### src/sv/assert_macros.svh
// Assertion macros included by cht_datapath.sv.
`ifndef ASSERT_MACROS_SVH
`define ASSERT_MACROS_SVH
`ifndef SYNTHESIS
// Concurrent check, masked while reset is held.
`define CHT_ASSERT(lbl, clk, rstn, prop) \
    lbl: assert property (@(posedge clk) disable iff (!(rstn)) (prop)) \
        else $error("hash table assertion failed");
// Concurrent check, live through reset.
`define CHT_ASSERT_ALWAYS(lbl, clk, prop) \
    lbl: assert property (@(posedge clk) (prop)) \
        else $error("hash table assertion failed");
`else
`define CHT_ASSERT(lbl, clk, rstn, prop)
`define CHT_ASSERT_ALWAYS(lbl, clk, prop)
`endif
`endif

### src/sv/cht_pkg.sv
`timescale 1ns / 1ps
`default_nettype none
package cht_pkg;

    localparam int MAX_BUCKETS_DEF   = 128;
    localparam int NODE_CAPACITY_DEF = 256;
    localparam int KEY_BYTES_DEF     = 8;

    localparam logic [7:0] RESET_BUCKET_COUNT = 8'd100;

    // key words are summed before the modulo: 33-bit sum, 4 dividend bits a step
    localparam int SUM_W      = 33;
    localparam int DIGIT_BITS = 4;
    localparam int HASH_STEPS = (SUM_W + DIGIT_BITS - 1) / DIGIT_BITS;
    localparam int PAD_W      = HASH_STEPS * DIGIT_BITS;

    localparam logic [2:0] STATUS_INSERTED  = 3'd0;
    localparam logic [2:0] STATUS_DUPLICATE = 3'd1;
    localparam logic [2:0] STATUS_FOUND     = 3'd2;
    localparam logic [2:0] STATUS_NOT_FOUND = 3'd3;
    localparam logic [2:0] STATUS_FULL      = 3'd4;

    localparam logic FUNC_INSERT = 1'b0;
    localparam logic FUNC_SEARCH = 1'b1;

    typedef struct packed {
        logic               func;
        logic [63:0]        key;
        logic signed [31:0] value;
    } req_t;

    typedef struct packed {
        logic [2:0]         status;
        logic signed [31:0] found_value;
        logic [6:0]         bucket;
        logic [8:0]         element_total;
        logic [8:0]         collision_total;
    } rsp_t;

    typedef struct packed {
        logic       load;
        logic       hash_step;
        logic       head_rd;
        logic       first_rd;
        logic       node_rd;
        logic       walk_adv;
        logic       set_status;
        logic [2:0] status;
        logic       insert;
        logic       rsp_load;
    } cmd_t;

    typedef struct packed {
        logic hash_done;
        logic used;
        logic key_match;
        logic at_tail;
        logic full;
        logic out_free;
        logic is_search;
    } sts_t;

endpackage
`default_nettype wire

### src/sv/cht_ctrl.sv
`timescale 1ns / 1ps
`default_nettype none
module cht_ctrl (
    input  wire logic          aclk,
    input  wire logic          aresetn,
    input  wire logic          s_valid,
    output logic               s_ready,
    input  wire cht_pkg::sts_t sts,
    output cht_pkg::cmd_t      cmd
);
    typedef enum logic [8:0] {
        IDLE   = 9'b000000001,
        HASH   = 9'b000000010,
        LOOKUP = 9'b000000100,
        FIRST  = 9'b000001000,
        FETCH  = 9'b000010000,
        CHECK  = 9'b000100000,
        HIT    = 9'b001000000,
        MISS   = 9'b010000000,
        RESP   = 9'b100000000
    } state_t;

    state_t state_reg, state_next;

    always_comb begin
        state_next = state_reg;
        cmd        = '0;
        unique case (state_reg)
            IDLE: begin
                if (s_valid) begin
                    cmd.load   = 1'b1;
                    state_next = HASH;
                end
            end
            HASH: begin
                cmd.hash_step = 1'b1;
                if (sts.hash_done) begin
                    state_next = LOOKUP;
                end
            end
            LOOKUP: begin
                cmd.head_rd = 1'b1;
                state_next  = sts.used ? FIRST : MISS;
            end
            FIRST: begin
                cmd.first_rd = 1'b1;
                state_next   = CHECK;
            end
            FETCH: begin
                cmd.node_rd = 1'b1;
                state_next  = CHECK;
            end
            CHECK: begin
                priority if (sts.key_match) begin
                    state_next = HIT;
                end else if (sts.at_tail) begin
                    state_next = MISS;
                end else begin
                    cmd.walk_adv = 1'b1;
                    state_next   = FETCH;
                end
            end
            HIT: begin
                cmd.set_status = 1'b1;
                cmd.status     = sts.is_search ? cht_pkg::STATUS_FOUND
                                               : cht_pkg::STATUS_DUPLICATE;
                state_next     = RESP;
            end
            MISS: begin
                cmd.set_status = 1'b1;
                priority if (sts.is_search) begin
                    cmd.status = cht_pkg::STATUS_NOT_FOUND;
                end else if (sts.full) begin
                    cmd.status = cht_pkg::STATUS_FULL;
                end else begin
                    cmd.status = cht_pkg::STATUS_INSERTED;
                    cmd.insert = 1'b1;
                end
                state_next = RESP;
            end
            RESP: begin
                // hold until the output register is free
                if (sts.out_free) begin
                    cmd.rsp_load = 1'b1;
                    state_next   = IDLE;
                end
            end
            default: begin
                state_next = IDLE;
            end
        endcase
    end

    always_ff @(posedge aclk) begin
        if (!aresetn) begin
            state_reg <= IDLE;
        end else begin
            state_reg <= state_next;
        end
    end

    assign s_ready = (state_reg == IDLE);
endmodule
`default_nettype wire

### config.mk
export PLATFORM = sky130hd
export DESIGN_NAME = cht_ctrl
export DESIGN_NICKNAME = d
export VERILOG_FILES = /design/src/sv/assert_macros.svh /design/src/sv/cht_pkg.sv /design/src/sv/cht_ctrl.sv
export SDC_FILE = /design/constraint.sdc
export NUM_CORES = 1
export LEC_CHECK = 0
export BUFFER_PORTS_ARGS = -buffer_cell sky130_fd_sc_hd__buf_2
export CORE_MARGIN = 4
export CORE_UTILIZATION = 45
export DETAILED_ROUTE_END_ITERATION = 16
export HOLD_SLACK_MARGIN = 0.02
export PLACE_DENSITY = 0.78
export SLEW_MARGIN = 15
export SYNTH_ARGS = -nofsm -noshare
export SYNTH_HDL_FRONTEND = slang
export SYNTH_SLANG_ARGS = --single-unit
### constraint.sdc
create_clock -name aclk -period 1.7 [get_ports aclk]
set_input_delay 0.17 -clock aclk [delete_from_list [all_inputs] [get_ports aclk]]
set_output_delay 0.17 -clock aclk [all_outputs]
set_load 0.03 [all_outputs]
==> results of run 1 <==
==> area by class of cell <==
type	count	area, um2	area share
flip-flops and latches	9	199	0.193
inverters	4	15.0	0.0146
multi-input cells	65	522	0.506
well taps	15	18.8	0.0182
repair buffers	35	250	0.243
clock buffers	4	26.3	0.0255
==> worst max-delay path, stage by stage (launching register included) <==
cell      delay (ps)
dfxtp_4          350
nor4_4           340
nand3b_1         230
nor2_4           160
and2_4           150
buf_6            120
==> synth_stat cells, drive strengths merged, types with 2 or more instances <==
cell type,count,share of area
dfxtp,9,0.29
nor3,8,0.072
and3,2,0.020
nor2,10,0.064
nand2b,3,0.034
a31oi,2,0.020
and4,2,0.028
nor4,5,0.074
nand3b,5,0.060
nor4b,3,0.042
inv,4,0.024
nor3b,3,0.036
a21oi,3,0.024
clkbuf,3,0.018
nand2,7,0.042
==> what timing repair did <==
item,in CTS,in global routing
pin swaps,7,12
setup endpoints to repair,11,15
setup buffers,3,8
resized for setup,23,23
endpoints found under the hold margin,0,0
==> path summary, 6_finish.rpt <==
check,from,to
setup / recovery,state_reg[4],cmd[11]
hold / removal,sts[5],state_reg[7]
setup reg to reg,state_reg[4],state_reg[2]
hold reg to reg,state_reg[5],state_reg[5]
==> metrics by stage <==
stage               cells  hold WS (ps)  worst slack (ps)
CTS                   124           109             -54.0
global route          132           106              -172
global placement      117           378               128
floorplan              81           247              -293
finish                132           105             -61.6
detailed placement    117           386              92.8
==> cells by family after synthesis <==
kind of cell	after synthesis
and+or+nand+nor	51
DFF	9
AOI/OAI and AO/OA	12
xor gates and xnor gates	2
buffers and inverters	7
==> layer usage <==
layer / wire length, um / up-vias / GRT usage / part of all wire
met4: 60 / 0 / 0.123 / 0.030
met3: 98 / 6 / 0.0237 / 0.049
met1: 831 / 366 / 0.255 / 0.41
met5: 0 / - / 0 / 0
li1: - / 370 / - / -
met2: 1030 / 27 / 0.304 / 0.51
==> power breakdown <==
group	internal [mW]	total [mW]	leakage [nW]	switching, mW
combinational	0.106	0.241	0.343	0.135
sequential	0.220	0.231	0.0770	0.0109
clock	0.0900	0.158	0.0150	0.0677
==> flow_metrics.tcl, run 1 <==
set metrics [dict create \
    status "finished with violations" \
    violations "setup timing" \
    layout-drive-gt1-share 0.581 \
    root_buffer "clkbuf_4" \
    first_pass_iters 4 \
    synth-xor-area-share 0.0278 \
    largest_reg_flops 9 \
    worst_setup_path_end_kind "primary output" \
    dp_hpwl_mm 1.20 \
    start_kind "flip-flop" \
    slew_headroom 0.747 \
    numCtsBuffers 3 \
    dpl-instance-area_um2 774 \
    ys_seq_area_frac 0.286 \
    grt_max_degree 10 \
    insertion_delay_ps 260 \
    crit_required_ps 1530 \
    area_growth_pct 63.8 \
    r2r_cells 6 \
    fp.dieArea_um2 2060 \
    die_x_um 45.4 \
    finalSetupViolCount 4 \
    synth_top_family_by_area "simple AND/OR/NAND/NOR gates" \
    drt_iter0_drc 7 \
    fillCellCount 98 \
    ys_types 31 \
    finalPower_uw 629 \
    cts_tree "yes" \
    rows 13 \
    nNetsFinal 128 \
    clock_skew_ps 10.2 \
    synth_cells 81 \
    layout_commonest_cell "buf_4" \
    drc 0 \
    dr_total_vias 769 \
    ff2ff_setup_slack_ps 90 \
    synth_mux_area_frac 0 \
    cts_hold_buf 0 \
    synth_edf_count 0 \
    grt_usage 0.196 \
    clkTransAtPathRegs_ps 60 \
    crit_arrival_ps 1590 \
    mostFrequentLayoutCells "buf_4 (20), buf_2 (11), nor2_1 (6), nand3b_1 (5), nand2_1 (5)" \
    io_pins 23 \
    fin_crit_ps 1760 \
    cap_viol_max_count 0 \
    clockBufferDepth 2 \
    utilization 0.792 \
    num_antenna_cells 0 \
    tightest_slew_ps 377 \
    critPathMaxFanout 3 \
    fmax_mhz 568 \
    synth_compound_area_frac 0.145 \
    first_global_vias 690 \
    grt_pass1_wl_mm 2.91 \
    maxSlewViolCount 0 \
    synthAdderAreaFrac 0 \
    final_hold_viol_count 0 \
    rsz0062_at_grt "true" \
    die_y_um 45.4 \
    p_leak_nw 0.435 \
    ir_drop_mv 0.464 \
    routed_via_density 5.83 \
    post_drt_wl_per_cell_um 15.3 \
    wl_mm 2.02 \
    antenna_found_initial 0 \
    synth-seq-cells 9 \
    io_buffers 22 \
    cts.sinks 9 \
    gp_congestion 0.816 \
    drtAntennaViolNets 0 \
    finalCritPeriodShare 1.04 \
    htreeDepth 1 \
    hold_class "primary input to flip-flop" \
    grt_overflow 0 \
    tns_ps -137 \
    worst-setup-path-type "flip-flop to primary output" \
    start_util 0.484 \
    yosys.area_share.simple 0.499 \
    ys.flop_type "dfxtp_1" \
    synth_warnings 0 \
    design_area_um2 1030 \
    coreArea_um2 1300 \
    async_reset_ff_frac 0 \
    avgSynthCellArea_um2 7.77 \
    netlist_area_um2 629 \
    hold_path_depth 2 \
    synth_fp_nets 91 \
    cellPowerDensity_nw_per_um2 610 \
    worst_slack_ps -61.6 \
]
Power figures use the tool's default switching activity.
==> run 2: changes to the inputs <==
--- a/config.mk
+++ b/config.mk
@@ -9,7 +9,9 @@
 export CORE_MARGIN = 4
 export CORE_UTILIZATION = 45
 export DETAILED_ROUTE_END_ITERATION = 16
+export GPL_TIMING_DRIVEN = 0
 export HOLD_SLACK_MARGIN = 0.02
+export MAX_ROUTING_LAYER = met4
 export PLACE_DENSITY = 0.78
 export SLEW_MARGIN = 15
 export SYNTH_ARGS = -nofsm -noshare
==> run 2 against run 1 <==
  * The flow still finishes with violations (setup timing)
  * Critical path depth stayed put
  * Sequential share of layout area shrank 0.58 points
  * First-iteration DRC count rose to 4.4 times the previous value
  * Maximum frequency fell by 2.4%
  * Core utilization rose by 3.0 points
  * Largest cell class unchanged
  * Highest routed layer unchanged
==> flow_metrics.tcl, run 2 (same netlist as run 1, synthesis figures left out) <==
set metrics [dict create \
    htreeDepth 1 \
    clkTransAtPathRegs_ps 70 \
    antenna_found_initial 0 \
    io_buffers 21 \
    timing.rr.start "state_reg[4]" \
    cap_viol_max_count 0 \
    area_growth_pct 70.0 \
    fp.dieArea_um2 2060 \
    grt_usage 0.213 \
    wl_mm 2.14 \
    io_pins 23 \
    grt_overflow 0 \
    fin_crit_ps 1800 \
    clock_skew_ps 2.91 \
    first_global_vias 691 \
    largest_reg_flops 9 \
    drc 0 \
    die_y_um 45.4 \
    drt_iter0_drc 31 \
    layout_commonest_cell "buf_4" \
    hold_class "primary input to flip-flop" \
    cts_hold_buf 0 \
    die_x_um 45.4 \
    clockBufferDepth 2 \
    worst-setup-path-type "flip-flop to primary output" \
    drtAntennaViolNets 0 \
    dp_hpwl_mm 1.19 \
    nNetsFinal 128 \
    coreArea_um2 1300 \
    gp_congestion 0.775 \
    slew_headroom 0.750 \
    start_kind "flip-flop" \
    mostFrequentLayoutCells "buf_4 (17), buf_2 (9), buf_6 (8), nor2_1 (7)" \
    start_util 0.484 \
    p_leak_nw 0.442 \
    layout-drive-gt1-share 0.573 \
    finalSetupViolCount 4 \
    crit_arrival_ps 1630 \
    ff2ff_setup_slack_ps 140 \
    grt_pass1_wl_mm 3.10 \
    root_buffer "clkbuf_4" \
    worst_slack_ps -105 \
    holdWs_ps 99.3 \
    tightest_slew_ps 375 \
    dr_total_vias 795 \
    grt_max_degree 10 \
    maxSlewViolCount 0 \
    num_antenna_cells 0 \
    worstSetupEndpoint "cmd[4]" \
    utilization 0.822 \
    post_drt_wl_per_cell_um 16.2 \
    crit_required_ps 1530 \
    first_pass_iters 4 \
    violations "setup timing" \
    numCtsBuffers 3 \
    rows 13 \
    cts_tree "yes" \
    fmax_mhz 554 \
    timing.rr.end "state_reg[1]" \
    final_hold_viol_count 0 \
    critPathMaxFanout 5 \
    ir_drop_mv 0.571 \
    cellPowerDensity_nw_per_um2 605 \
    status "finished with violations" \
    worst_setup_path_end_kind "primary output" \
    routed_via_density 6.02 \
    finalCritPeriodShare 1.06 \
    insertion_delay_ps 260 \
    cts.sinks 9 \
    startpoint "state_reg[4]" \
    r2r_cells 6 \
    rsz0062_at_grt "true" \
]
==> run 2: layer usage <==
layer	vias up	wire, um	global-route usage
li1	376	-	-
met1	362	854	0.260
met2	51	1040	0.337
met3	6	204	0.0395
met4	0	41	0.0936
met5	-	0	-
==> run 2: cell type report <==
type / instances / area [um2]
fill: 78 / 231
buffer: 1 / 3.75
sequential: 9 / 200
multi-input combinational: 65 / 543
timing repair buffer: 34 / 263
clock buffer: 4 / 26.3
tap: 15 / 18.8
inverter: 4 / 15.0
==> run 2: power by group <==
part           leakage [nW]  internal (mW)  total (mW)  switching [mW]
clock network        0.0150         0.0904       0.168          0.0772
registers            0.0774          0.221       0.243          0.0215
logic                 0.349          0.107       0.236           0.129
==> run 2: what timing repair did <==
action,CTS,global route
gates resized for setup,30,27
pin swaps,9,10
buffers inserted,8,5
setup endpoints to repair,12,13
==> run 2: how the worst min path moves through the flow <==
stage,slack [ps],cells after the start,start,endpoint
after floorplan,250,1,sts[4],state_reg[4]
after global placement,370,2,sts[5],state_reg[7]
after detailed placement,380,2,sts[5],state_reg[7]
after CTS,100,2,sts[3],state_reg[4]
after global routing,100,2,sts[5],state_reg[7]
final,100,2,sts[5],state_reg[7]
==> run 2: critical path, cell delays in order, from the launching register on <==
cell and delay (ps):
dfxtp_4 350, nor4_4 320, buf_4 190, nand2_4 70, nor4_2 250, buf_4 200
==> run 2: stage by stage <==
stage | TNS, ps | instances | instance area, um2 | power, mW | worst slack (ps)
2_1_floorplan | -1390 | 81 | 642 | 0.358 | -293
3_3_place_gp | 0 | 117 | 766 | 0.397 | 85.2
3_5_place_dp | 0 | 117 | 766 | 0.404 | 28.9
4_1_cts | -259 | 127 | 946 | 0.608 | -84.0
5_1_grt | -1010 | 132 | 1070 | 0.683 | -181
6_report | -266 | 132 | 1070 | 0.647 | -105
